## config.mk

```make
export PLATFORM = sky130hd
export DESIGN_NAME = rfl_cell
export DESIGN_NICKNAME = d
export VERILOG_FILES = /design/src/hdl/radial_falloff_lookup_unit_macros.svh /design/src/hdl/rfl_pkg.sv /design/src/hdl/rfl_cell.sv
export SDC_FILE = /design/constraint.sdc
export NUM_CORES = 1
export LEC_CHECK = 0
export BUFFER_PORTS_ARGS = -buffer_cell sky130_fd_sc_hd__clkbuf_2
export CORE_AREA = 8 8 97 99
export DETAILED_ROUTE_END_ITERATION = 16
export DIE_AREA = 0 0 105 107
export HOLD_SLACK_MARGIN = 0.05
export MAX_ROUTING_LAYER = met4
export PLACE_DENSITY = 0.83
export SKIP_CTS_REPAIR_TIMING = 1
export SLEW_MARGIN = 0
export SYNTH_ARGS = -nofsm -noshare
export SYNTH_HDL_FRONTEND = slang
export SYNTH_SLANG_ARGS = --single-unit
```

## constraint.sdc

```tcl
create_clock -name clk_i -period 0.8 [get_ports clk_i]
set_input_delay 0.16 -clock clk_i [delete_from_list [all_inputs] [get_ports clk_i]]
set_output_delay 0.16 -clock clk_i [all_outputs]
set_load 0.02 [all_outputs]
```

## src/hdl/radial_falloff_lookup_unit_macros.svh

```systemverilog
// ----------------------------------------------------------------------------
// Assertion macros for the radial falloff lookup unit
// Clocked on clk_i, quiet while rst_ni is low.
// ----------------------------------------------------------------------------
`ifndef RADIAL_FALLOFF_LOOKUP_UNIT_MACROS_SVH
`define RADIAL_FALLOFF_LOOKUP_UNIT_MACROS_SVH

// Condition that holds at every edge.
`define RFL_ASSERT_ALWAYS(lbl, cond, msg) \
  lbl: assert property (@(posedge clk_i) disable iff (!rst_ni) (cond)) else $error(msg);

// Same-cycle implication.
`define RFL_ASSERT_IMPL(lbl, ante, cons, msg) \
  lbl: assert property (@(posedge clk_i) disable iff (!rst_ni) (ante) |-> (cons)) \
    else $error(msg);

// Next-cycle implication.
`define RFL_ASSERT_NEXT(lbl, ante, cons, msg) \
  lbl: assert property (@(posedge clk_i) disable iff (!rst_ni) (ante) |=> (cons)) \
    else $error(msg);

`endif

```

## src/hdl/rfl_pkg.sv

```systemverilog
// ----------------------------------------------------------------------------
// rfl_pkg
// Widths, codes and shared types of the radial falloff lookup unit.
// ----------------------------------------------------------------------------
`default_nettype none

package rfl_pkg;

  // Field widths
  localparam int unsigned COORD_W  = 13;
  localparam int unsigned EIDX_W   = 10;
  localparam int unsigned WEIGHT_W = 29;
  localparam int unsigned RIDX_W   = 10;
  localparam int unsigned LAYER_W  = 11;
  localparam int unsigned METRIC_W = 2;
  localparam int unsigned CFG_IDX_W = 2;

  // Internal widths: |2c - size + 1| stays below 2^14, the sum of squares
  // below 2^28, so four times it fits 32 bits and its root 16 bits.
  localparam int unsigned TX_W   = 14;
  localparam int unsigned SQ_W   = 2 * TX_W;
  localparam int unsigned ROOT_W = 16;
  localparam int unsigned RAD_W  = 2 * ROOT_W;
  localparam int unsigned IDX_W  = 14;

  // Defaults
  localparam int unsigned TABLE_DEPTH = 1024;
  localparam int unsigned MAX_LAYER   = 1024;
  localparam int unsigned FIFO_DEPTH  = 32;

  localparam logic [WEIGHT_W-1:0] UNITY_WEIGHT = 29'h1000_0000;
  localparam logic [LAYER_W-1:0]  LAYER_RESET  = 11'd1024;

  // Metric codes
  localparam logic [METRIC_W-1:0] METRIC_R = 2'd0;
  localparam logic [METRIC_W-1:0] METRIC_S = 2'd1;
  localparam logic [METRIC_W-1:0] METRIC_D = 2'd2;

  // Register indexes
  localparam logic [CFG_IDX_W-1:0] CFG_METRIC = 2'd0;
  localparam logic [CFG_IDX_W-1:0] CFG_ENABLE = 2'd1;
  localparam logic [CFG_IDX_W-1:0] CFG_WIDTH  = 2'd2;
  localparam logic [CFG_IDX_W-1:0] CFG_HEIGHT = 2'd3;

  // Operation codes
  localparam logic OP_LOOKUP = 1'b0;
  localparam logic OP_WRITE  = 1'b1;

  // Item data riding alongside the root chain
  typedef struct packed {
    logic                op;
    logic                use_sqrt;
    logic [IDX_W-1:0]    idx_rs;
    logic [EIDX_W-1:0]   eidx;
    logic [WEIGHT_W-1:0] evalue;
  } side_t;

endpackage

`default_nettype wire

```

## src/hdl/rfl_cell.sv

```systemverilog
// ----------------------------------------------------------------------------
// rfl_cell
// One cell of the square root chain: settle one root bit, hand on.
// ----------------------------------------------------------------------------
`default_nettype none

module rfl_cell #(
  parameter int unsigned BIT = 0
) (
  input  wire logic                       clk_i,
  input  wire logic                       rst_ni,
  input  wire logic                       valid_i,
  input  wire logic [rfl_pkg::RAD_W-1:0]  rem_i,
  input  wire logic [rfl_pkg::ROOT_W-1:0] root_i,
  input  wire rfl_pkg::side_t             side_i,
  output logic                            valid_o,
  output logic      [rfl_pkg::RAD_W-1:0]  rem_o,
  output logic      [rfl_pkg::ROOT_W-1:0] root_o,
  output rfl_pkg::side_t                  side_o
);

  localparam int unsigned RAD_W   = rfl_pkg::RAD_W;
  localparam int unsigned ROOT_W  = rfl_pkg::ROOT_W;
  localparam int unsigned TRIAL_W = RAD_W + 1;

  logic [TRIAL_W-1:0] trial;
  logic [TRIAL_W-1:0] rem_ext;
  logic [TRIAL_W-1:0] diff;
  logic               fit;
  logic [RAD_W-1:0]   rem_d;
  logic [ROOT_W-1:0]  root_d;

  // (root + 2^BIT)^2 - root^2 = root * 2^(BIT+1) + 4^BIT
  always_comb begin
    trial   = (TRIAL_W'(root_i) << (BIT + 1)) + (TRIAL_W'(1) << (2 * BIT));
    rem_ext = {1'b0, rem_i};
    fit     = rem_ext >= trial;
    diff    = rem_ext - trial;
    rem_d   = fit ? diff[RAD_W-1:0] : rem_i;
    root_d  = fit ? (root_i | (ROOT_W'(1) << BIT)) : root_i;
  end

  always_ff @(posedge clk_i or negedge rst_ni) begin
    if (!rst_ni) begin
      valid_o <= 1'b0;
    end else begin
      valid_o <= valid_i;
    end
  end

  always_ff @(posedge clk_i) begin
    rem_o  <= rem_d;
    root_o <= root_d;
    side_o <= side_i;
  end

endmodule

`default_nettype wire

```

==> results.json, run 1 <==
{
  "outcome": "did not finish",
  "lastStage": "global routing",
  "error": "[ERROR GRT-0232] Routing congestion too high. Check the congestion heatmap in the GUI.",
  "crit_endpoint": "rem_o[26]$_DFF_P_/D",
  "place_hpwl_um": 10300,
  "grt_max_degree": 22,
  "num_rows": 33,
  "synth-edff-count": 0,
  "ios": 210,
  "die_w_um": 105,
  "syn_avg_cell_area_um2": 11.1,
  "gr-total-overflow": 448,
  "antenna_found_initial": 2,
  "track_usage": 0.857,
  "numCtsBuffers": 9,
  "yosysSeqAreaShare": 0.588,
  "cts_root_buffer": "clkbuf_8",
  "synth-async-reset-ratio": 0.00962,
  "ctsLongestPathBuffers": 2,
  "synth_area_um2": 3550,
  "gp_congestion": 0.896,
  "synth-seq-cells": 104,
  "ys.flop_type": "dfxtp_1",
  "synth_area_leaders": "dfxtp_1 (58%), ha_1 (6.0%), xnor2_1 (4.9%)",
  "ctsHtreeMaxLevel": 3,
  "yosysUniqueCellTypes": 45,
  "synth.top_cell.area_share": 0.581,
  "syn_nets": 445,
  "initial_core_util": 0.448,
  "synth_most_common_cell": "dfxtp_1",
  "dp_slack_ps": -1730,
  "worstEpCategory": "register input",
  "die_h_um": 107,
  "placed_cell_area_um2": 5360,
  "syn_inst": 321,
  "cts_num_sinks": 104,
  "portBuffers": 209,
  "synth_common_cells": "dfxtp_1 (103), a21oi_1 (27), inv_1 (22)",
  "yosys.area.top_type": "dfxtp_1",
  "ys_warn_count": 0
}
-- metrics by stage --
stage | std cells | hold WS (ps)
CTS | 720 | -451
detailed placement | 704 | -59.7
global placement | 704 | -59.8
floorplan | 321 | -136
-- per-layer routing --
metal | track usage | GRT overflow
met4 | 0.927 | 132
met1 | 0.775 | 3
met5 | - | -
met3 | 0.690 | 4
met2 | 1.05 | 309
-- kinds of logic after synthesis --
logic type,synth area share
flip-flops,0.588
buffers and inverters,0.0296
AND/OR/NAND/NOR,0.111
XOR/XNOR,0.0736
adder cells (fa/ha/maj),0.0655
AO/OA/AOI/OAI,0.111
multiplexers,0.0222
==> inputs of run 2 (changes only) <==
--- a/config.mk
+++ b/config.mk
@@ -6,12 +6,10 @@
 export NUM_CORES = 1
 export LEC_CHECK = 0
 export BUFFER_PORTS_ARGS = -buffer_cell sky130_fd_sc_hd__clkbuf_2
-export CORE_AREA = 8 8 97 99
+export CORE_AREA = 8 8 104 106
 export DETAILED_ROUTE_END_ITERATION = 16
-export DIE_AREA = 0 0 105 107
-export HOLD_SLACK_MARGIN = 0.05
-export MAX_ROUTING_LAYER = met4
-export PLACE_DENSITY = 0.83
+export DIE_AREA = 0 0 112 114
+export PLACE_DENSITY_LB_ADDON = 0.15
 export SKIP_CTS_REPAIR_TIMING = 1
 export SLEW_MARGIN = 0
 export SYNTH_ARGS = -nofsm -noshare
==> results.json, run 2 <==
{
  "synth-seq-cells": 104,
  "portBuffers": 209,
  "largest_register": "side_o",
  "die_h_um": 114,
  "synth_area_leaders": "dfxtp_1 (58%), ha_1 (6.0%), xnor2_1 (4.9%)",
  "cts_num_sinks": 104,
  "path_max_fanout": 2,
  "cp-end-kind": "flip-flop",
  "synth-edff-count": 0,
  "grt_max_degree": 24,
  "vias": 3957,
  "ios": 210,
  "drtPass1Iterations": 4,
  "numCtsBuffers": 9,
  "setup_viol": 137,
  "syn_inst": 321,
  "gp_congestion": 0.888,
  "slowest_delay_ps": 480,
  "ys_warn_count": 0,
  "synth.top_cell.area_share": 0.581,
  "initial_core_util": 0.390,
  "ctsLongestPathBuffers": 2,
  "whs_ps": 42.8,
  "drive_above_1_share": 0.691,
  "cp.arrival_ps": 2360,
  "crit_slowest_cell": "or4b_4",
  "ctsHtreeMaxLevel": 3,
  "dieArea_um2": 12800,
  "synth_most_common_cell": "dfxtp_1",
  "yosysUniqueCellTypes": 45,
  "yosysSeqAreaShare": 0.588,
  "grt_first_pass_wirelength_um": 18100,
  "power.density_nw_per_um2": 1710,
  "fin_nets": 823,
  "largest_reg_flops": 55,
  "rsz0062_at_grt": "yes",
  "p_leak_uw": 0.00351,
  "viasPerCell": 4.85,
  "place_hpwl_um": 10000,
  "final_area_um2": 7590,
  "syn_avg_cell_area_um2": 11.1,
  "ir_drop_mv": 0.944,
  "worstSetupStartpointType": "input port",
  "violations": "setup timing",
  "min_period_ps": 2100,
  "ys.flop_type": "dfxtp_1",
  "period_share": 2.63,
  "cp_num_buf_inv": 1,
  "area_growth_pct": 114,
  "final_common_cell": "buf_6",
  "drc": 0,
  "slew-limit-headroom": 0.735,
  "num_rows": 35,
  "worstPathCellList": "buf_6, fa_2, a211oi_2, o31ai_2, a21o_1, a2111oi_4, o41a_1, or4b_4, xnor2_2",
  "detail-route-antenna-nets": 0,
  "track_usage": 0.179,
  "die_w_um": 112,
  "tightest_slew_ps": 393,
  "critical_path_class": "input port to flip-flop",
  "syn_nets": 445,
  "grt_pass1_vias": 3553,
  "cts_tree": "yes",
  "final_cell_mix": "buf_6 (108), clkbuf_2 (104), dfxtp_2 (102), buf_4 (85), dlygate4sd3_1 (71)",
  "path_clk_slew_ps": 100,
  "maxCapViolCount": 0,
  "synth_area_um2": 3550,
  "fmax_mhz": 476,
  "core-area_um2": 9110,
  "drt_wl_total_um": 16600,
  "synth-async-reset-ratio": 0.00962,
  "cts_root_buffer": "clkbuf_8",
  "final_hold_viol_count": 0,
  "placed_cell_area_um2": 5390,
  "outcome": "complete, but fails checks",
  "wire_per_inst_um": 20.3,
  "crit_required_ps": 1060,
  "synth_common_cells": "dfxtp_1 (103), a21oi_1 (27), inv_1 (22)",
  "path_delay_family": "compound AO/OA/AOI/OAI gates",
  "design_power_total_uw": 13000,
  "drv_slew": 0,
  "gr-total-overflow": 0,
  "min_path_type": "input port to flip-flop",
  "antenna_found_initial": 1,
  "drt_iter0_markers": 147,
  "yosys.area.top_type": "dfxtp_1",
  "setup_ws_ps": -1300,
  "largestRegisters": "side_o (55), rem_o (32), root_o (16)"
}
## run 2: cell counts after synthesis
Identical to the previous run, type by type.
## run 2: kinds of logic (layout without fill, tap and decap cells)
kind of cell	after synthesis	after routing	share of synthesized area
AOI/OAI and AO/OA	63	63	0.111
muxes	7	7	0.0222
DFF	104	104	0.588
xor gates and xnor gates	29	29	0.0736
adders and majority gates	18	18	0.0655
and+or+nand+nor	73	73	0.111
other	0	2	0
buffers and inverters	27	409	0.0296
## run 2: path summary, 6_finish.rpt
path                       startpoint           endpoint  slack (ps)  cells after the start
max in group asynchronous      rst_ni  valid_o$_DFF_PN0_         580                      2
min in group asynchronous      rst_ni  valid_o$_DFF_PN0_         120                      2
min                          rem_i[4]   rem_o[4]$_DFF_P_          40                      2
max                          rem_i[1]  rem_o[26]$_DFF_P_       -1300                      9
## run 2: power by group
part / switching (µW) / internal (µW)
combinational: 1880 / 2150
clock: 1890 / 1160
sequential: 226 / 5700
## run 2: cell type report
| class | count | area, µm² |
|---|---|---|
| antenna | 2 | 5.00 |
| fill | 482 | 1520 |
| timing repair buffer | 372 | 3170 |
| sequential | 104 | 2210 |
| clock buffer | 9 | 124 |
| clock inverter | 6 | 51.3 |
| inverter | 22 | 82.6 |
| multi-input combinational | 190 | 1800 |
| tap | 111 | 139 |
## run 2: per-layer routing
layer  wire, µm  track usage
met3       1220       0.0623
met1       6330        0.201
met2       8550        0.319
met4        477       0.0432
met5          0            0
## run 2: through the flow
stage          setup WS, ps  TNS (ps)  utilization  cells
6_report              -1300    -52980        0.833    816
5_1_grt               -1340    -58780        0.833    816
4_1_cts               -1320    -60380        0.610    727
3_5_place_dp          -1680    -49530        0.591    712
3_3_place_gp          -1640    -47730        0.591    712
2_1_floorplan         -1600    -38930            -    321
Power figures use the tool's default switching activity.
