**config.mk**
```make
export PLATFORM = sky130hd
export DESIGN_NAME = rfl_ram
export DESIGN_NICKNAME = d
export VERILOG_FILES = /design/src/hdl/radial_falloff_lookup_unit_macros.svh /design/src/hdl/rfl_ram.sv
export SDC_FILE = /design/constraint.sdc
export NUM_CORES = 1
export LEC_CHECK = 0
export BUFFER_PORTS_ARGS = -buffer_cell sky130_fd_sc_hd__buf_2
export CORE_UTILIZATION = 50
export DETAILED_ROUTE_END_ITERATION = 16
export GPL_TIMING_DRIVEN = 1
export PLACE_DENSITY = 0.67
export SYNTH_ARGS = -nofsm -noshare
export SYNTH_HDL_FRONTEND = slang
export SYNTH_SLANG_ARGS = --single-unit
```
**constraint.sdc**
```tcl
create_clock -name clk_i -period 3.4 [get_ports clk_i]
set_input_delay 0.51 -clock clk_i [delete_from_list [all_inputs] [get_ports clk_i]]
set_output_delay 0.51 -clock clk_i [all_outputs]
set_load 0.1 [all_outputs]
```
**src/hdl/radial_falloff_lookup_unit_macros.svh**
```systemverilog
// ----------------------------------------------------------------------------
// Assertion macros for the radial falloff lookup unit
// Clocked on clk_i, quiet while rst_ni is low.
// ----------------------------------------------------------------------------
`ifndef RADIAL_FALLOFF_LOOKUP_UNIT_MACROS_SVH
`define RADIAL_FALLOFF_LOOKUP_UNIT_MACROS_SVH

// Condition that holds at every edge.
`define RFL_ASSERT_ALWAYS(lbl, cond, msg) \
  lbl: assert property (@(posedge clk_i) disable iff (!rst_ni) (cond)) else $error(msg);

// Same-cycle implication.
`define RFL_ASSERT_IMPL(lbl, ante, cons, msg) \
  lbl: assert property (@(posedge clk_i) disable iff (!rst_ni) (ante) |-> (cons)) \
    else $error(msg);

// Next-cycle implication.
`define RFL_ASSERT_NEXT(lbl, ante, cons, msg) \
  lbl: assert property (@(posedge clk_i) disable iff (!rst_ni) (ante) |=> (cons)) \
    else $error(msg);

`endif

```
**src/hdl/rfl_ram.sv**
```systemverilog
// ----------------------------------------------------------------------------
// rfl_ram
// Generic simple dual-port RAM: one write port, one registered read port.
// ----------------------------------------------------------------------------
`default_nettype none

module rfl_ram #(
  parameter int unsigned WIDTH = 8,
  parameter int unsigned DEPTH = 16,
  localparam int unsigned ADDR_W = $clog2(DEPTH)
) (
  input  wire logic              clk_i,
  input  wire logic              we_i,
  input  wire logic [ADDR_W-1:0] waddr_i,
  input  wire logic [WIDTH-1:0]  wdata_i,
  input  wire logic [ADDR_W-1:0] raddr_i,
  output logic      [WIDTH-1:0]  rdata_o
);

  logic [WIDTH-1:0] mem_q [DEPTH];

  always_ff @(posedge clk_i) begin
    if (we_i) begin
      mem_q[waddr_i] <= wdata_i;
    end
    rdata_o <= mem_q[raddr_i];
  end

endmodule

`default_nettype wire

```
==> summary.txt, run 1 <==
GLOBAL ROUTE
------------------------------------------------------------------------------------------
Total overflow reported by the global router                                             0
Initial antenna violation count                                                          0
Global routing usage summed across all routing layers                                20.1%
Met2 routing resource usage after global routing                                     29.2%
Vias in the first global route                                                       2,356
GR met1 Demand/Resource                                                              28.1%
Met3 track utilization from global routing                                           5.91%
Global routing's busiest layer                                                        met2
First-pass GRT wire length                                                       14,100 um
Maximum number of pins on one net before global-route repair                            33

CLOCK TREE
------------------------------------------------------------------------------------------
Clock edge transition at the registers on the reported setup and hold paths        0.06 ns
Clock tree from TritonCTS                                                            built
Post-cts gate resize count                                                               0
Total of hold buffers inserted after clock tree synthesis                                0
Clock tree root driver cell                                                   sky130_fd_sc_hd__clkbuf_8
Number of buffers inserted by post-CTS setup repair                                      0
CTS sink cnt                                                                           136
Total CTS buffers                                                                       17
Buffer levels on the longest clock path                                                  2
Insertion delay to the later sink of the worst-skew pair                           0.51 ns
CTS H-tree depth                                                                         4

DETAILED ROUTING
------------------------------------------------------------------------------------------
Number of DRC violations after detailed routing                                          0
Pre-antenna DRT Iters                                                                    4
Average vias per placed instance                                                      5.66
Number of nets with antenna violations after routing                                     0
Total wire length after detailed routing                                           9360 um
Post-detailed-route wirelength per cell                                            22.6 um
Number of violations reported at the end of detailed-routing iteration 0               144
Vias                                                                                 2,343

YOSYS
------------------------------------------------------------------------------------------
Per-instance average area after synthesis                                         22.5 um2
Most numerous cell types in the synthesized netlist                           sky130_fd_sc_hd__edfxtp_1 (128), sky130_fd_sc_hd__mux4_2 (18), sky130_fd_sc_hd__a22oi_1 (16)
Leading area contributor after synthesis                                      sky130_fd_sc_hd__edfxtp_1
EDFF count, synth                                                                      128
Synth Cell Area                                                                   5150 um2
Fraction of registers with async set or reset after synthesis                           0%
Synth area leaders                                                            sky130_fd_sc_hd__edfxtp_1 (75%), sky130_fd_sc_hd__mux4_2 (7.9%), sky130_fd_sc_hd__mux4_1 (7.1%)
Most used flip-flop cell after synthesis                                      sky130_fd_sc_hd__edfxtp_1
Number of register bits inferred by synthesis                                          136
Post-synthesis instance total                                                          229
Sequential-to-total area share from yosys stat                                       77.8%
Leading cell type by number of instances after synthesis                      sky130_fd_sc_hd__edfxtp_1
Cell variety after synth                                                                19
Post-synthesis net count                                                               247
Yosys Warn Count                                                                         0
Post-synth top area share                                                            74.7%

PLACEMENT
------------------------------------------------------------------------------------------
Instance area after placement                                                     5390 um2
IO buf count                                                                            25
Half-perimeter wire length after placement                                         5670 um
Placer congestion estimate                                                           0.777
Post-place setup slack                                                            0.953 ns
Cell count after placement                                                             382

FINAL LAYOUT
------------------------------------------------------------------------------------------
Ratio of cells with drive above 1 in the final layout                                27.4%
Inserted Diodes                                                                          0
# fillers                                                                              663
Growth of design area from synthesis to finish                                       17.3%
Final instance area                                                               6040 um2
Final std cells w/o fill                                                               414
Post-layout nets                                                                       286

WORST SETUP PATH
------------------------------------------------------------------------------------------
Startpoint types                                                              primary input
CP Max Fanout                                                                           23
Maximum single-stage delay on the critical path                                    0.57 ns
Dominant delay contributor by cell family on the critical path                buffers and inverters
Worst path cell trace                                                         buf_2 > buf_4 > mux4_1 > a22oi_1 > nand2_1
Endpoint type of the worst setup path                                            flip-flop
CP Data Required Time                                                              3.79 ns
Data arrival time at the worst-slack endpoint                                      2.26 ns
Category of the most critical setup path                                      primary input to flip-flop
CP bufs+invs                                                                             2
Standard cell with the maximum stage delay on the critical path               sky130_fd_sc_hd__mux4_1

DIE
------------------------------------------------------------------------------------------
Number of core rows                                                                     36
Height of the die                                                                   103 um
Die Footprint                                                                   10,700 um2
Top-level port count                                                                    26
Die Span X                                                                          103 um
Placeable core region                                                             9860 um2
Starting Density                                                                     52.2%

TIMING
------------------------------------------------------------------------------------------
Number of pins exceeding their max-slew limit in the final report                        0
Normalized max-slew margin                                                           37.9%
Final TNS setup                                                                       0 ns
Final clock period utilization by the worst path                                     54.7%
Final count of negative-setup-slack endpoints                                            0
Max Fclk                                                                           538 MHz
Fin. Hold Viols                                                                          0
Unrepaired setup endpoints after global routing                                         no
Actual transition at the worst max-transition pin                                 0.929 ns
Final period demand of the worst path                                              1.86 ns
Final worst clock skew                                                          0.00521 ns
Post-route worst setup slack                                                       1.54 ns

STATUS
------------------------------------------------------------------------------------------
Outcome                                                                          completed

PWR
------------------------------------------------------------------------------------------
Maximum VDD drop                                                                    408 uV
Static leakage power                                                            0.00202 uW
Power density cells                                                             679 nW/um2

RUN
------------------------------------------------------------------------------------------
Max-Cap Viols                                                                            0

WORST HOLD PATH
------------------------------------------------------------------------------------------
Worst Hold Class                                                              primary input to flip-flop

-- report_power, final --
group | switching (uW) | internal (uW) | leakage [uW]
clock | 648 | 1330 | 0.000304
sequential | 12.0 | 1880 | 0.00122
combinational | 172 | 68.0 | 0.000496
-- stage by stage --
stage	hold WS [ns]	util [%]	total power, uW
finish	0.388	61.2	4100
global route	0.367	61.2	4210
CTS	0.366	61.2	4130
detailed placement	0.665	54.6	2160
global placement	0.649	54.6	2160
floorplan	0.609	-	2090
-- layer usage --
layer | wire length (um) | share of wire [%] | vias to the layer above
li1 | - | - | 1049
met1 | 4080 | 44 | 1207
met2 | 4640 | 50 | 79
met3 | 493 | 5.3 | 8
met4 | 137 | 1.5 | 0
met5 | 0 | 0 | -
-- worst reg2reg max path: cells and delay by family (launching register included) --
kind / cells / cell delay, ns
multiplexers: 1 / 0.51
flip-flops: 1 / 0.37
AO/OA/AOI/OAI: 1 / 0.29
AND/OR/NAND/NOR: 1 / 0.08
-- cell usage in the layout, fill, tap and decap left out, types with 2 or more instances in the layout --
master / instances
sky130_fd_sc_hd__buf_4: 5
sky130_fd_sc_hd__mux4_2: 18
sky130_fd_sc_hd__buf_2: 25
sky130_fd_sc_hd__a22oi_1: 16
sky130_fd_sc_hd__edfxtp_1: 128
sky130_fd_sc_hd__clkbuf_16: 16
sky130_fd_sc_hd__clkinv_1: 4
sky130_fd_sc_hd__nand2b_1: 2
sky130_fd_sc_hd__bufinv_16: 6
sky130_fd_sc_hd__mux4_1: 14
sky130_fd_sc_hd__dfxtp_1: 8
sky130_fd_sc_hd__nor2_1: 13
sky130_fd_sc_hd__clkinvlp_4: 3
sky130_fd_sc_hd__nand2_1: 9
sky130_fd_sc_hd__nor3_1: 4
sky130_fd_sc_hd__nand3b_1: 2
-- area by class of cell --
class	count	area (um2)	share of cell area, %
flip-flops and latches	136	4000	66.3
multi-input cells	83	1060	17.5
clock buffers	17	414	6.86
clock inverters	15	231	3.83
well taps	133	166	2.76
repair buffers	30	163	2.69
-- sequential cells by signal, indices dropped and copies added, names as in the netlist --
signal / cells
mem_q: 128
rdata_o: 8
-- worst paths after layout --
path / to / slack (ns) / from / depth (start not counted)
min: mem_q[3][5] / 0.39 / wdata_i[5] / 1
max: rdata_o[1] / 1.54 / raddr_i[0] / 5
max reg2reg: rdata_o[3] / 2.03 / mem_q[1][3] / 3
min reg2reg: rdata_o[3] / 0.67 / mem_q[15][3] / 3
-- kinds of logic (layout without fill, tap and decap cells) --
logic type | count (synthesis) | count (layout) | synth area share [%]
flops | 136 | 136 | 77.8
simple gates | 35 | 35 | 3.18
buf+inv | 10 | 62 | 1.68
mux | 32 | 32 | 15.0
compound gates | 16 | 16 | 2.33
(Power assumes the default switching activity.)
==> run 2, diff against run 1 <==
==> constraint.sdc (replaced) <==
create_clock -name clk_i -period 1.8 [get_ports clk_i]
set_input_delay 0.27 -clock clk_i [delete_from_list [all_inputs] [get_ports clk_i]]
set_output_delay 0.27 -clock clk_i [all_outputs]
set_load 0.1 [all_outputs]
==> summary.txt, run 2 (same netlist as run 1, synthesis figures left out) <==
STATUS
------------------------------------------------------------------------------------------
Outcome                                                                          completed

DETAILED ROUTING
------------------------------------------------------------------------------------------
Post-detailed-route wirelength per cell                                            22.2 um
Vias                                                                                 2,448
Number of DRC violations after detailed routing                                          0
Total wire length after detailed routing                                           9510 um
Number of nets with antenna violations after routing                                     0
Number of violations reported at the end of detailed-routing iteration 0               177
Average vias per placed instance                                                      5.71
Pre-antenna DRT Iters                                                                    4

DIE
------------------------------------------------------------------------------------------
Top-level port count                                                                    26
Number of core rows                                                                     36
Starting Density                                                                     52.2%
Die Footprint                                                                   10,700 um2
Die Span X                                                                          103 um
Height of the die                                                                   103 um
Placeable core region                                                             9860 um2

RUN
------------------------------------------------------------------------------------------
Max-Cap Viols                                                                            0

TIMING
------------------------------------------------------------------------------------------
Final clock period utilization by the worst path                                     88.6%
Final hold slack                                                                  0.125 ns
Actual transition at the worst max-transition pin                                 0.496 ns
Unrepaired setup endpoints after global routing                                         no
Final TNS setup                                                                       0 ns
Max Fclk                                                                           627 MHz
Final count of negative-setup-slack endpoints                                            0
Final period demand of the worst path                                              1.60 ns
Post-route worst setup slack                                                      0.205 ns
Normalized max-slew margin                                                           67.2%
Number of pins exceeding their max-slew limit in the final report                        0
Fin. Hold Viols                                                                          0
Final worst clock skew                                                          0.00968 ns

FINAL LAYOUT
------------------------------------------------------------------------------------------
Registers with the most flip-flops                                            mem_q: 128 flops, rdata_o: 8 flops
Ratio of cells with drive above 1 in the final layout                                31.4%
Inserted Diodes                                                                          0
Most frequent cells in the layout                                             sky130_fd_sc_hd__edfxtp_1 (128), sky130_fd_sc_hd__buf_2 (25), sky130_fd_sc_hd__mux4_2 (18), sky130_fd_sc_hd__buf_4 (18)
Most common library cell in the layout ignoring fill and taps                 sky130_fd_sc_hd__edfxtp_1
Final instance area                                                               6120 um2
Post-layout nets                                                                       302
Most flops, register                                                                 mem_q
# fillers                                                                              682
Growth of design area from synthesis to finish                                       18.9%
Max reg flops                                                                          128

GLOBAL ROUTE
------------------------------------------------------------------------------------------
Met3 track utilization from global routing                                           5.98%
Global routing usage summed across all routing layers                                20.5%
Global routing's busiest layer                                                        met2
Met2 routing resource usage after global routing                                     32.2%
GR met1 Demand/Resource                                                              27.0%
Maximum number of pins on one net before global-route repair                            33
First-pass GRT wire length                                                       14,600 um
Vias in the first global route                                                       2,557
Initial antenna violation count                                                          0
Total overflow reported by the global router                                             0

WORST SETUP PATH
------------------------------------------------------------------------------------------
Dominant delay contributor by cell family on the critical path                buffers and inverters
CP bufs+invs                                                                             1
Startpoint types                                                                 flip-flop
Worst path cell trace                                                                buf_2
Standard cell with the maximum stage delay on the critical path               sky130_fd_sc_hd__buf_2
Category of the most critical setup path                                      flip-flop to primary output
CP Data Required Time                                                              1.53 ns
Endpoint type of the worst setup path                                         primary output
Maximum single-stage delay on the critical path                                    0.45 ns
Data arrival time at the worst-slack endpoint                                      1.33 ns
CP Max Fanout                                                                            1

CLOCK TREE
------------------------------------------------------------------------------------------
Insertion delay to the later sink of the worst-skew pair                           0.52 ns
Total CTS buffers                                                                       17
Clock edge transition at the registers on the reported setup and hold paths        0.06 ns
Buffer levels on the longest clock path                                                  2
Clock tree root driver cell                                                   sky130_fd_sc_hd__clkbuf_8
Post-cts gate resize count                                                               0
Total of hold buffers inserted after clock tree synthesis                                0
CTS sink cnt                                                                           136
Number of buffers inserted by post-CTS setup repair                                      0
Clock tree from TritonCTS                                                            built
CTS H-tree depth                                                                         4

PLACEMENT
------------------------------------------------------------------------------------------
Instance area after placement                                                     5550 um2
Post-place setup slack                                                           0.0812 ns
IO buf count                                                                            25
Half-perimeter wire length after placement                                         6080 um
Placer congestion estimate                                                           0.681

WORST HOLD PATH
------------------------------------------------------------------------------------------
Worst Hold Class                                                              primary input to flip-flop

PWR
------------------------------------------------------------------------------------------
Switching part of the total power                                                    21.4%
Power density cells                                                            1200 nW/um2
Power share of the combinational group                                                6.5%
Clk network pwr share                                                                44.9%
Maximum VDD drop                                                                    655 uV
Part of the total power dissipated in sequential elements                            48.5%
Static leakage power                                                            0.00209 uW
Switching power summed over all nets                                               1570 uW
Cell-internal power                                                                5770 uW

## run 2: cell types whose count changed in the layout (fill, tap and decap cells not counted), sizes merged
cell | before | now
buf | 30 | 46
bufinv | 6 | 3
clkinv | 6 | 7
clkinvlp | 3 | 4
## run 2: layer usage
metal  vias up  share of wire, %
met3        11               3.9
met1      1292                43
met2        62                51
met4         0               1.9
met5         -                 0
li1       1083                 -
## run 2: final timing paths
kind	startpoint	endpoint	slack, ns	depth (start not counted)
setup / recovery	rdata_o[4]	rdata_o[4]	0.20	1
hold / removal	wdata_i[2]	mem_q[13][2]	0.13	1
setup reg to reg	mem_q[1][5]	rdata_o[5]	0.41	3
hold reg to reg	mem_q[12][4]	rdata_o[4]	0.68	3
## run 2: per-stage QoR
stage	power [uW]	utilization, %	std cells
floorplan	3960	-	229
finish	7340	62.0	429
global placement	4100	56.2	398
detailed placement	4120	56.2	398
global route	7570	62.0	429
CTS	7420	62.0	429
## run 2: power by group through the flow
| stage | sequential, uW | clock [uW] | combinational [uW] |
|---|---|---|---|
| finish | 3560 | 3300 | 480 |
| global route | 3570 | 3500 | 510 |
| CTS | 3560 | 3360 | 488 |
| detailed placement | 3630 | 0 | 486 |
| global placement | 3630 | 0 | 479 |
| floorplan | 3780 | 0 | 180 |
## run 2: final cells by class
cell class              instances  area [um2]  share of cell area [%]
repair buffers                 46         320                    5.23
flip-flops and latches        136        4000                    65.4
well taps                     133         166                    2.72
clock buffers                  17         414                    6.77
clock inverters                14         159                    2.60
multi-input cells              83        1060                    17.3
