File: src/hdl/radial_falloff_lookup_unit_macros.svh
// ----------------------------------------------------------------------------
// Assertion macros for the radial falloff lookup unit
// Clocked on clk_i, quiet while rst_ni is low.
// ----------------------------------------------------------------------------
`ifndef RADIAL_FALLOFF_LOOKUP_UNIT_MACROS_SVH
`define RADIAL_FALLOFF_LOOKUP_UNIT_MACROS_SVH

// Condition that holds at every edge.
`define RFL_ASSERT_ALWAYS(lbl, cond, msg) \
  lbl: assert property (@(posedge clk_i) disable iff (!rst_ni) (cond)) else $error(msg);

// Same-cycle implication.
`define RFL_ASSERT_IMPL(lbl, ante, cons, msg) \
  lbl: assert property (@(posedge clk_i) disable iff (!rst_ni) (ante) |-> (cons)) \
    else $error(msg);

// Next-cycle implication.
`define RFL_ASSERT_NEXT(lbl, ante, cons, msg) \
  lbl: assert property (@(posedge clk_i) disable iff (!rst_ni) (ante) |=> (cons)) \
    else $error(msg);

`endif

File: src/hdl/rfl_fifo.sv
// ----------------------------------------------------------------------------
// rfl_fifo
// Result queue between the fixed-latency pipeline and the output port.
// ----------------------------------------------------------------------------
`default_nettype none

module rfl_fifo #(
  parameter int unsigned WIDTH = 8,
  parameter int unsigned DEPTH = 4,
  localparam int unsigned PTR_W = $clog2(DEPTH),
  localparam int unsigned CNT_W = $clog2(DEPTH + 1)
) (
  input  wire logic             clk_i,
  input  wire logic             rst_ni,
  input  wire logic             push_i,
  input  wire logic [WIDTH-1:0] data_i,
  input  wire logic             pop_i,
  output logic                  valid_o,
  output logic      [WIDTH-1:0] data_o
);

  localparam logic [PTR_W-1:0] LAST_PTR = PTR_W'(DEPTH - 1);

  logic [WIDTH-1:0] mem_q [DEPTH];
  logic [PTR_W-1:0] wr_ptr_q, wr_ptr_d;
  logic [PTR_W-1:0] rd_ptr_q, rd_ptr_d;
  logic [CNT_W-1:0] cnt_q, cnt_d;

  always_comb begin
    wr_ptr_d = wr_ptr_q;
    rd_ptr_d = rd_ptr_q;
    cnt_d    = cnt_q;
    if (push_i) begin
      wr_ptr_d = (wr_ptr_q == LAST_PTR) ? '0 : wr_ptr_q + PTR_W'(1);
    end
    if (pop_i) begin
      rd_ptr_d = (rd_ptr_q == LAST_PTR) ? '0 : rd_ptr_q + PTR_W'(1);
    end
    if (push_i && !pop_i) begin
      cnt_d = cnt_q + CNT_W'(1);
    end else if (pop_i && !push_i) begin
      cnt_d = cnt_q - CNT_W'(1);
    end
  end

  always_ff @(posedge clk_i or negedge rst_ni) begin
    if (!rst_ni) begin
      wr_ptr_q <= '0;
      rd_ptr_q <= '0;
      cnt_q    <= '0;
    end else begin
      wr_ptr_q <= wr_ptr_d;
      rd_ptr_q <= rd_ptr_d;
      cnt_q    <= cnt_d;
    end
  end

  always_ff @(posedge clk_i) begin
    if (push_i) begin
      mem_q[wr_ptr_q] <= data_i;
    end
  end

  assign valid_o = cnt_q != '0;
  assign data_o  = mem_q[rd_ptr_q];

endmodule

`default_nettype wire

File: config.mk
export PLATFORM = sky130hd
export DESIGN_NAME = rfl_fifo
export DESIGN_NICKNAME = d
export VERILOG_FILES = /design/src/hdl/radial_falloff_lookup_unit_macros.svh /design/src/hdl/rfl_fifo.sv
export SDC_FILE = /design/constraint.sdc
export NUM_CORES = 1
export LEC_CHECK = 0
export BUFFER_PORTS_ARGS = -buffer_cell sky130_fd_sc_hd__buf_2
export CORE_ASPECT_RATIO = 0.6
export CORE_MARGIN = 4
export CORE_UTILIZATION = 50
export CTS_BUF_LIST = sky130_fd_sc_hd__clkbuf_16
export DETAILED_ROUTE_END_ITERATION = 12
export GPL_TIMING_DRIVEN = 0
export PLACE_DENSITY = 0.85
export SYNTH_ARGS = -nofsm -noshare
export SYNTH_HDL_FRONTEND = slang
export SYNTH_SLANG_ARGS = --single-unit
File: constraint.sdc
create_clock -name clk_i -period 1.25 [get_ports clk_i]
set_input_delay 0 -clock clk_i [delete_from_list [all_inputs] [get_ports clk_i]]
set_output_delay 0 -clock clk_i [all_outputs]
set_load 0.1 [all_outputs]
==> summary.md, run 1 <==
| Metric | Value |
|---|---|
| Core area | 2930 um^2 |
| Synth Net Count | 97 |
| FMAX | 645 MHz |
| Main combinational cell family by area after synthesis | multiplexers |
| Post-Synth Simple-Gate Area | 3.04% |
| Instance count of the mapped netlist | 78 |
| Cell taking the most area after synthesis | edfxtp_1 |
| Number of synthesized flops with an enable pin | 32 |
| Vias in the first global route | 885 |
| Xor/xnor cell area share of the yosys netlist | 1.68% |
| Final setup viols | 9 |
| Max Buffers Root-to-Sink | 2 |
| Fraction of registers with async set/reset | 17.9% |
| Dpl cell area | 1720 um^2 |
| Critical Path RT | 1.25 ns |
| Die Wd | 80.2 um |
| Htree depth | 2 |
| Post-synthesis sequential area ratio | 72.6% |
| Post-synth top cells | edfxtp_1, mux4_2, dfrtp_1, ha_1, inv_1 |
| Worst setup EP type | primary output |
| Post-Route WL | 2660 um |
| Worst EP arrival | 1.55 ns |
| Met3 Use GR | 5.11% |
| Die Ht | 51.3 um |
| Area share of the largest cell type after synthesis | 61.4% |
| Status | finished with violations |
| Starting Density | 53.4% |
| Global-route wire length before repair | 4350 um |
| GR Util met1 | 19.1% |
| Setup CP Type | reg -> out |
| Gr ovfl total | 0 |
| Slew Viols, Final | 0 |
| Max Cap Viol | 0 |
| Count leader, synth | edfxtp_1 |
| Hold WC Path Type | in -> reg |
| Setup ws final | -0.300 ns |
| DP Wirelength | 1790 um |
| Period minus WS final | 1.55 ns |
| Area Growth Syn to Fin | 33.6% |
| Gr usage total | 15.1% |
| N_diodes | 0 |
| DIE AREA | 4120 um^2 |
| Unrepaired setup endpoints after global routing | yes |
| Largest net degree at the start of global routing | 13 |
| Fin crit share | 124% |
| Drt pass-1 iters | 4 |
| Mapped Area | 1560 um^2 |
| CP delay by family, top | multiplexers |
| #FFs+latches synth | 39 |
| Antenna viol nets, final | 0 |
| Post-synthesis compound-gate area fraction | 0.640% |
| Antenna violations before repair | 0 |
| Syn avg cell area | 20.1 um^2 |
| Net count, final | 135 |
| Gr busiest metal | met2 |
| Largest cells by area after synthesis | edfxtp_1, mux4_2, dfrtp_1, ha_1, mux2_2 |
| Distinct cells, synth | 17 |
| Post-Synth Adder-Cell Area | 6.08% |
| Final Hold Viols | 0 |
| Fin area | 2090 um^2 |
| Crit-path max cell delay | 0.50 ns |
| Mux share of post-synthesis cell area | 13.7% |
| Clock sink count | 39 |
| Max stage delay cell, worst path | mux4_2 |
| IO buf count | 20 |
| Worst-path clk slew | 0.05 ns |
| Vias | 807 |
| GP Congestion | 0.671 |
| Post-Place Setup Slack | -0.208 ns |
| Rows | 15 |
| Failing checks | setup timing |
| Met2 usage | 23.4% |
| Ports | 21 |
| Worst skew pair latency | 0.28 ns |
| Primary FF master, synth | edfxtp_1 |
| CTS root buf | clkbuf_16 |
| CP Cell Sequence | clkbuf_16 > mux4_2 > buf_6 |
| Slew margin rel. | 84.0% |
| Vias per inst | 5.08 |
| Crit Path Max Fanout | 5 |
| Layout cells sized above 1 | 42.7% |
| Min Hold Slack | 0.0253 ns |
| WL/cell | 16.7 um |
| # DRC | 0 |
| Clk_skew | 0.00337 ns |
| Cts bufs inserted | 5 |
| Initial DRC Count | 48 |
| Synth Warn # | 0 |
| Worst-margin pin slew | 0.239 ns |
| CTS tree | yes |
| CP Launch Type | flop |
| CP bufs+invs | 2 |
-- path summary, 6_finish.rpt --
path / from / slack, ns / to / cells after the start
worst max-delay path: rd_ptr_q[0] / -0.30 / data_o[5] / 3
worst min-delay path: pop_i / 0.03 / rd_ptr_q[0] / 2
worst max register to register: cnt_q[1] / -0.06 / cnt_q[2] / 4
worst min register to register: cnt_q[2] / 0.49 / cnt_q[2] / 1
max in group asynchronous: rst_ni / 0.98 / rd_ptr_q[0] / 2
min in group asynchronous: rst_ni / 0.10 / wr_ptr_q[0] / 2
-- what timing repair did --
item                                   4_1_cts  5_1_grt
setup endpoints to repair                   43       35
endpoints found under the hold margin       39        0
hold buffers                                 9        0
resized for setup                           28        3
pin swaps                                    4        0
cloned                                       0        1
buffers inserted                             1        0
-- flip-flops by register name (all words and copies together), names as in the netlist --
name / cells
cnt_q: 3
mem_q: 32
rd_ptr_q: 2
wr_ptr_q: 2
-- cells in the final DEF (no fill, tap or decap), types with 2 or more instances in the layout --
cell / n
mux2_2: 3
xor2_1: 2
dfrtp_1: 6
o21ai_0: 2
ha_1: 6
buf_6: 8
nor2_1: 2
and2_4: 3
mux4_2: 8
edfxtp_1: 32
clkbuf_16: 6
dlygate4sd3_1: 9
inv_1: 4
buf_2: 12
-- area by class of cell --
| type | count | area, um^2 |
|---|---|---|
| sequential | 39 | 1140 |
| fill | 196 | 838 |
| multi-input combinational | 32 | 409 |
| timing repair buffer | 31 | 288 |
| clock buffer | 5 | 125 |
| tap | 42 | 52.6 |
| clock inverter | 3 | 38.8 |
| buffer | 2 | 20.0 |
| inverter | 5 | 18.8 |
-- metrics by stage --
stage / setup TNS, ns / std cells / util [%]
floorplan: -0.258 / 78 / -
global placement: -3.60 / 140 / 58.7
detailed placement: -5.35 / 140 / 58.7
CTS: -2.56 / 158 / 70.4
global route: -2.79 / 159 / 71.4
finish: -2.38 / 159 / 71.4
-- per-layer routing --
layer | wire length (um) | part of all wire, % | vias up
li1 | - | - | 374
met1 | 1170 | 44 | 412
met2 | 1330 | 50 | 17
met3 | 115 | 4.3 | 4
met4 | 45 | 1.7 | 0
met5 | 0 | 0 | -
-- logic make-up after synthesis --
group	after synthesis
xor gates and xnor gates	3
AOI/OAI and AO/OA	2
and+or+nand+nor	9
DFF	39
muxes	11
buffers and inverters	7
adders and majority gates	7
Power of run 1 is left out: the tool's default activity adds up to more than one toggle a clock period on the data nets, which glitch-free logic cannot reach.
==> run 2, diff against run 1 <==
--- a/config.mk
+++ b/config.mk
@@ -13,6 +13,8 @@
 export DETAILED_ROUTE_END_ITERATION = 12
 export GPL_TIMING_DRIVEN = 0
 export PLACE_DENSITY = 0.85
+export SKIP_CTS_REPAIR_TIMING = 1
 export SYNTH_ARGS = -nofsm -noshare
 export SYNTH_HDL_FRONTEND = slang
 export SYNTH_SLANG_ARGS = --single-unit
+export TNS_END_PERCENT = 100
==> run 2 against run 1 <==
Effect of this change:
- the run still ends with setup timing left
- first-iteration DRC count is 10% higher
- clock skew hardly changed
- sequential share of layout area stayed put
- sequential cell count stayed put
- clock-buffer cell count stayed put
- maximum frequency is 0.44% lower
- largest cell class unchanged
- highest routed layer unchanged
==> summary.md, run 2 (synthesis results as in run 1) <==
| Metric | Value |
|---|---|
| Antenna violations before repair | 0 |
| Vias | 808 |
| Clk_skew | 0.00307 ns |
| Die Wd | 80.2 um |
| CTS root buf | clkbuf_16 |
| DIE AREA | 4120 um^2 |
| Global-route wire length before repair | 4120 um |
| Net count, final | 135 |
| Core area | 2930 um^2 |
| Min Hold Slack | 0.0244 ns |
| CTS tree | yes |
| Setup CP Type | reg -> out |
| WL/cell | 16.7 um |
| Max Cap Viol | 0 |
| Gr ovfl total | 0 |
| Worst skew pair latency | 0.28 ns |
| Slew Viols, Final | 0 |
| Setup ws final | -0.307 ns |
| N_diodes | 0 |
| Status | finished with violations |
| FMAX | 642 MHz |
| Fin crit share | 125% |
| Worst EP arrival | 1.56 ns |
| Final Hold Viols | 0 |
| Antenna viol nets, final | 0 |
| Layout cells sized above 1 | 42.7% |
| Worst setup EP type | primary output |
| Clock sink count | 39 |
| CP Launch Type | flop |
| Post-Place Setup Slack | -0.208 ns |
| Most common library cell in the layout ignoring fill and taps | edfxtp_1 |
| Setup TNS | -2.38 ns |
| Largest net degree at the start of global routing | 13 |
| Most frequent cells in the layout | edfxtp_1, buf_2, dlygate4sd3_1, mux4_2, buf_6 |
| Most flop-heavy register | mem_q |
| Unrepaired setup endpoints after global routing | yes |
| Reg2reg setup slack | -0.06 ns |
| Vias in the first global route | 827 |
| Ports | 21 |
| Area Growth Syn to Fin | 33.6% |
| Post-Route WL | 2660 um |
| Vias per inst | 5.08 |
| Initial DRC Count | 53 |
| Crit Path Max Fanout | 5 |
| Starting Density | 53.4% |
| Hold WC Path Type | in -> reg |
| Cts bufs inserted | 5 |
| # DRC | 0 |
| DP Wirelength | 1790 um |
| Rows | 15 |
| Worst-path clk slew | 0.05 ns |
| Period minus WS final | 1.56 ns |
| Worst-margin pin slew | 0.241 ns |
| Gr usage total | 14.5% |
| Failing checks | setup timing |
| Max FFs per register | 32 |
| Max Buffers Root-to-Sink | 2 |
| IO buf count | 20 |
| Critical Path RT | 1.25 ns |
| GP Congestion | 0.671 |
| Die Ht | 51.3 um |
| Slew margin rel. | 84.0% |
| Htree depth | 2 |
| Fillcell total | 191 |
| Drt pass-1 iters | 4 |
| Regs by FF count | mem_q x32, cnt_q x3 |
| Final setup viols | 9 |
run 2: cell counts in the layout (fill, tap and decap cells not counted):
Identical to the previous run, type by type.
run 2: path summary, 6_finish.rpt:
path	start	to	cells after the start
max	rd_ptr_q[0]	data_o[5]	3
min	pop_i	rd_ptr_q[0]	2
max reg2reg	cnt_q[1]	cnt_q[2]	4
min reg2reg	cnt_q[2]	cnt_q[2]	1
max in group asynchronous	rst_ni	rd_ptr_q[0]	2
min in group asynchronous	rst_ni	wr_ptr_q[0]	2
run 2: metal layers:
metal  part of all wire (%)  routed length [um]  track usage [%]  up-vias
li1                       -                   -                -      373
met1                     44                1170             18.5      413
met2                     50                1320             22.0       17
met3                    4.1                 110             5.11        5
met4                    1.7                  46             7.58        0
met5                      0                   0                0        -
run 2: cell type report:
class	count	area [um^2]	share of cell area, %
sequential	39	1140	54.4
timing repair buffer	31	288	13.8
clock inverter	3	38.8	1.86
inverter	5	18.8	0.898
tap	42	52.6	2.51
multi-input combinational	32	409	19.6
clock buffer	5	125	5.99
buffer	2	20.0	0.958
run 2: worst max-delay path, stage by stage (launching register included):
cell	delay (ns)
dfrtp_2	0.41
clkbuf_16	0.16
mux4_2	0.51
buf_6	0.20
run 2: stage by stage:
step	area [um^2]	instances	utilization, %
finish	2090	159	71.4
global route	2090	159	71.4
CTS	1880	148	64.3
detailed placement	1720	140	58.7
global placement	1720	140	58.7
floorplan	1570	78	-
Power of run 2 is left out for the same reason.
==> run 3, diff against run 2 <==
--- a/config.mk
+++ b/config.mk
@@ -12,6 +12,7 @@
 export CTS_BUF_LIST = sky130_fd_sc_hd__clkbuf_16
 export DETAILED_ROUTE_END_ITERATION = 12
 export GPL_TIMING_DRIVEN = 0
+export HOLD_SLACK_MARGIN = 0.12
 export PLACE_DENSITY = 0.85
 export SKIP_CTS_REPAIR_TIMING = 1
 export SYNTH_ARGS = -nofsm -noshare
==> run 3 against run 2 <==
Effect of this change:
- the run still ends with setup timing left
- maximum frequency hardly changed
- die area stayed put
- global-route usage stayed put
- first-iteration DRC count is 1.9% lower
- largest cell class unchanged
- highest routed layer unchanged
==> summary.md, run 3 (synthesis results as in run 1) <==
| Metric | Value |
|---|---|
| Max Buffers Root-to-Sink | 2 |
| Die Wd | 80.2 um |
| Hold WC Path Type | in -> reg |
| WL/cell | 16.7 um |
| Worst-margin pin slew | 0.327 ns |
| Antenna viol nets, final | 0 |
| Regs by FF count | mem_q x32, cnt_q x3 |
| GP Congestion | 0.671 |
| Worst setup EP type | primary output |
| IO buf count | 20 |
| CP Launch Type | flop |
| Final Hold Viols | 0 |
| Cts bufs inserted | 5 |
| Fillcell total | 187 |
| Fin crit share | 125% |
| Htree depth | 2 |
| Reg2reg setup slack | -0.06 ns |
| Gr ovfl total | 0 |
| Worst Reg-to-Reg Cells | 4 |
| Post-Route WL | 2720 um |
| Clock sink count | 39 |
| Max FFs per register | 32 |
| Starting Density | 53.4% |
| Net count, final | 139 |
| Critical Path RT | 1.25 ns |
| Max Cap Viol | 0 |
| Global-route wire length before repair | 4120 um |
| Area Growth Syn to Fin | 36.2% |
| Period minus WS final | 1.56 ns |
| Core area | 2930 um^2 |
| Failing checks | setup timing |
| Slew Viols, Final | 0 |
| Unrepaired setup endpoints after global routing | yes |
| Non-filler cells, final | 163 |
| Worst-path clk slew | 0.05 ns |
| # DRC | 0 |
| Clk_skew | 0.00303 ns |
| N_diodes | 0 |
| Largest net degree at the start of global routing | 13 |
| DP Wirelength | 1790 um |
| FMAX | 642 MHz |
| Vias per inst | 4.99 |
| R2r endpoint | cnt_q[2] |
| Setup CP Type | reg -> out |
| Placed Cells | 140 |
| Worst EP arrival | 1.56 ns |
| Layout cells sized above 1 | 41.3% |
| Slew margin rel. | 78.1% |
| Antenna violations before repair | 0 |
| Initial DRC Count | 52 |
| Most common library cell in the layout ignoring fill and taps | edfxtp_1 |
| DIE AREA | 4120 um^2 |
| Most frequent cells in the layout | edfxtp_1, dlygate4sd3_1, buf_2, mux4_2, buf_6 |
| Gr usage total | 14.5% |
| Drt pass-1 iters | 4 |
| Vias in the first global route | 827 |
| CTS tree | yes |
| Final setup viols | 9 |
| Worst skew pair latency | 0.28 ns |
| CTS root buf | clkbuf_16 |
| Crit Path Max Fanout | 5 |
| Setup crit end | data_o[5] |
| Die Ht | 51.3 um |
| Most flop-heavy register | mem_q |
| RR Startpoint | cnt_q[1] |
| Ports | 21 |
| Rows | 15 |
| Crit path launch | rd_ptr_q[0] |
| Vias | 813 |
| Status | finished with violations |
| Setup ws final | -0.307 ns |
run 3: cell count changes in the layout (fill, tap and decap cells not counted):
cell           previous run  this run
dlygate4sd3_1             9        13
run 3: through the flow:
| stage | setup TNS, ns | setup WS, ns | cell area (um^2) | hold slack (ns) | utilization (%) |
|---|---|---|---|---|---|
| 6_report | -2.38 | -0.307 | 2130 | 0.206 | 72.7 |
| 5_1_grt | -2.80 | -0.348 | 2130 | 0.215 | 72.7 |
| 4_1_cts | -8.06 | -0.415 | 1880 | -0.453 | 64.3 |
| 3_5_place_dp | -5.35 | -0.208 | 1720 | -0.159 | 58.7 |
| 3_3_place_gp | -3.60 | -0.127 | 1720 | -0.163 | 58.7 |
| 2_1_floorplan | -0.258 | -0.0323 | 1570 | -0.296 | - |
run 3: final cells by class:
type                       count  area (um^2)  share of cell area (%)
sequential                    39         1140                    53.4
multi-input combinational     32          409                    19.2
timing repair buffer          35          328                    15.4
clock buffer                   5          125                    5.88
tap                           42         52.6                    2.47
clock inverter                 3         38.8                    1.82
buffer                         2         20.0                   0.940
inverter                       5         18.8                   0.881
run 3: metal layers:
layer	track usage (%)	routed length [um]	vias up
li1	-	-	380
met1	18.5	1210	411
met2	22.0	1360	17
met3	5.11	110	5
met4	7.58	46	0
met5	0	0	-
run 3: how the worst min path moves through the flow:
stage / from / end / slack [ns] / depth (start not counted)
after global placement: rst_ni / wr_ptr_q[0] / -0.16 / 1
final: pop_i / cnt_q[0] / 0.21 / 4
after CTS: rst_ni / wr_ptr_q[0] / -0.45 / 1
after global routing: pop_i / cnt_q[0] / 0.21 / 4
after detailed placement: rst_ni / wr_ptr_q[0] / -0.16 / 1
after floorplan: rst_ni / cnt_q[0] / -0.30 / 0
run 3: critical path: stages (launching register included):
cell	delay (ns)
dfrtp_2	0.41
clkbuf_16	0.16
mux4_2	0.51
buf_6	0.20
Power of run 3 is left out for the same reason.
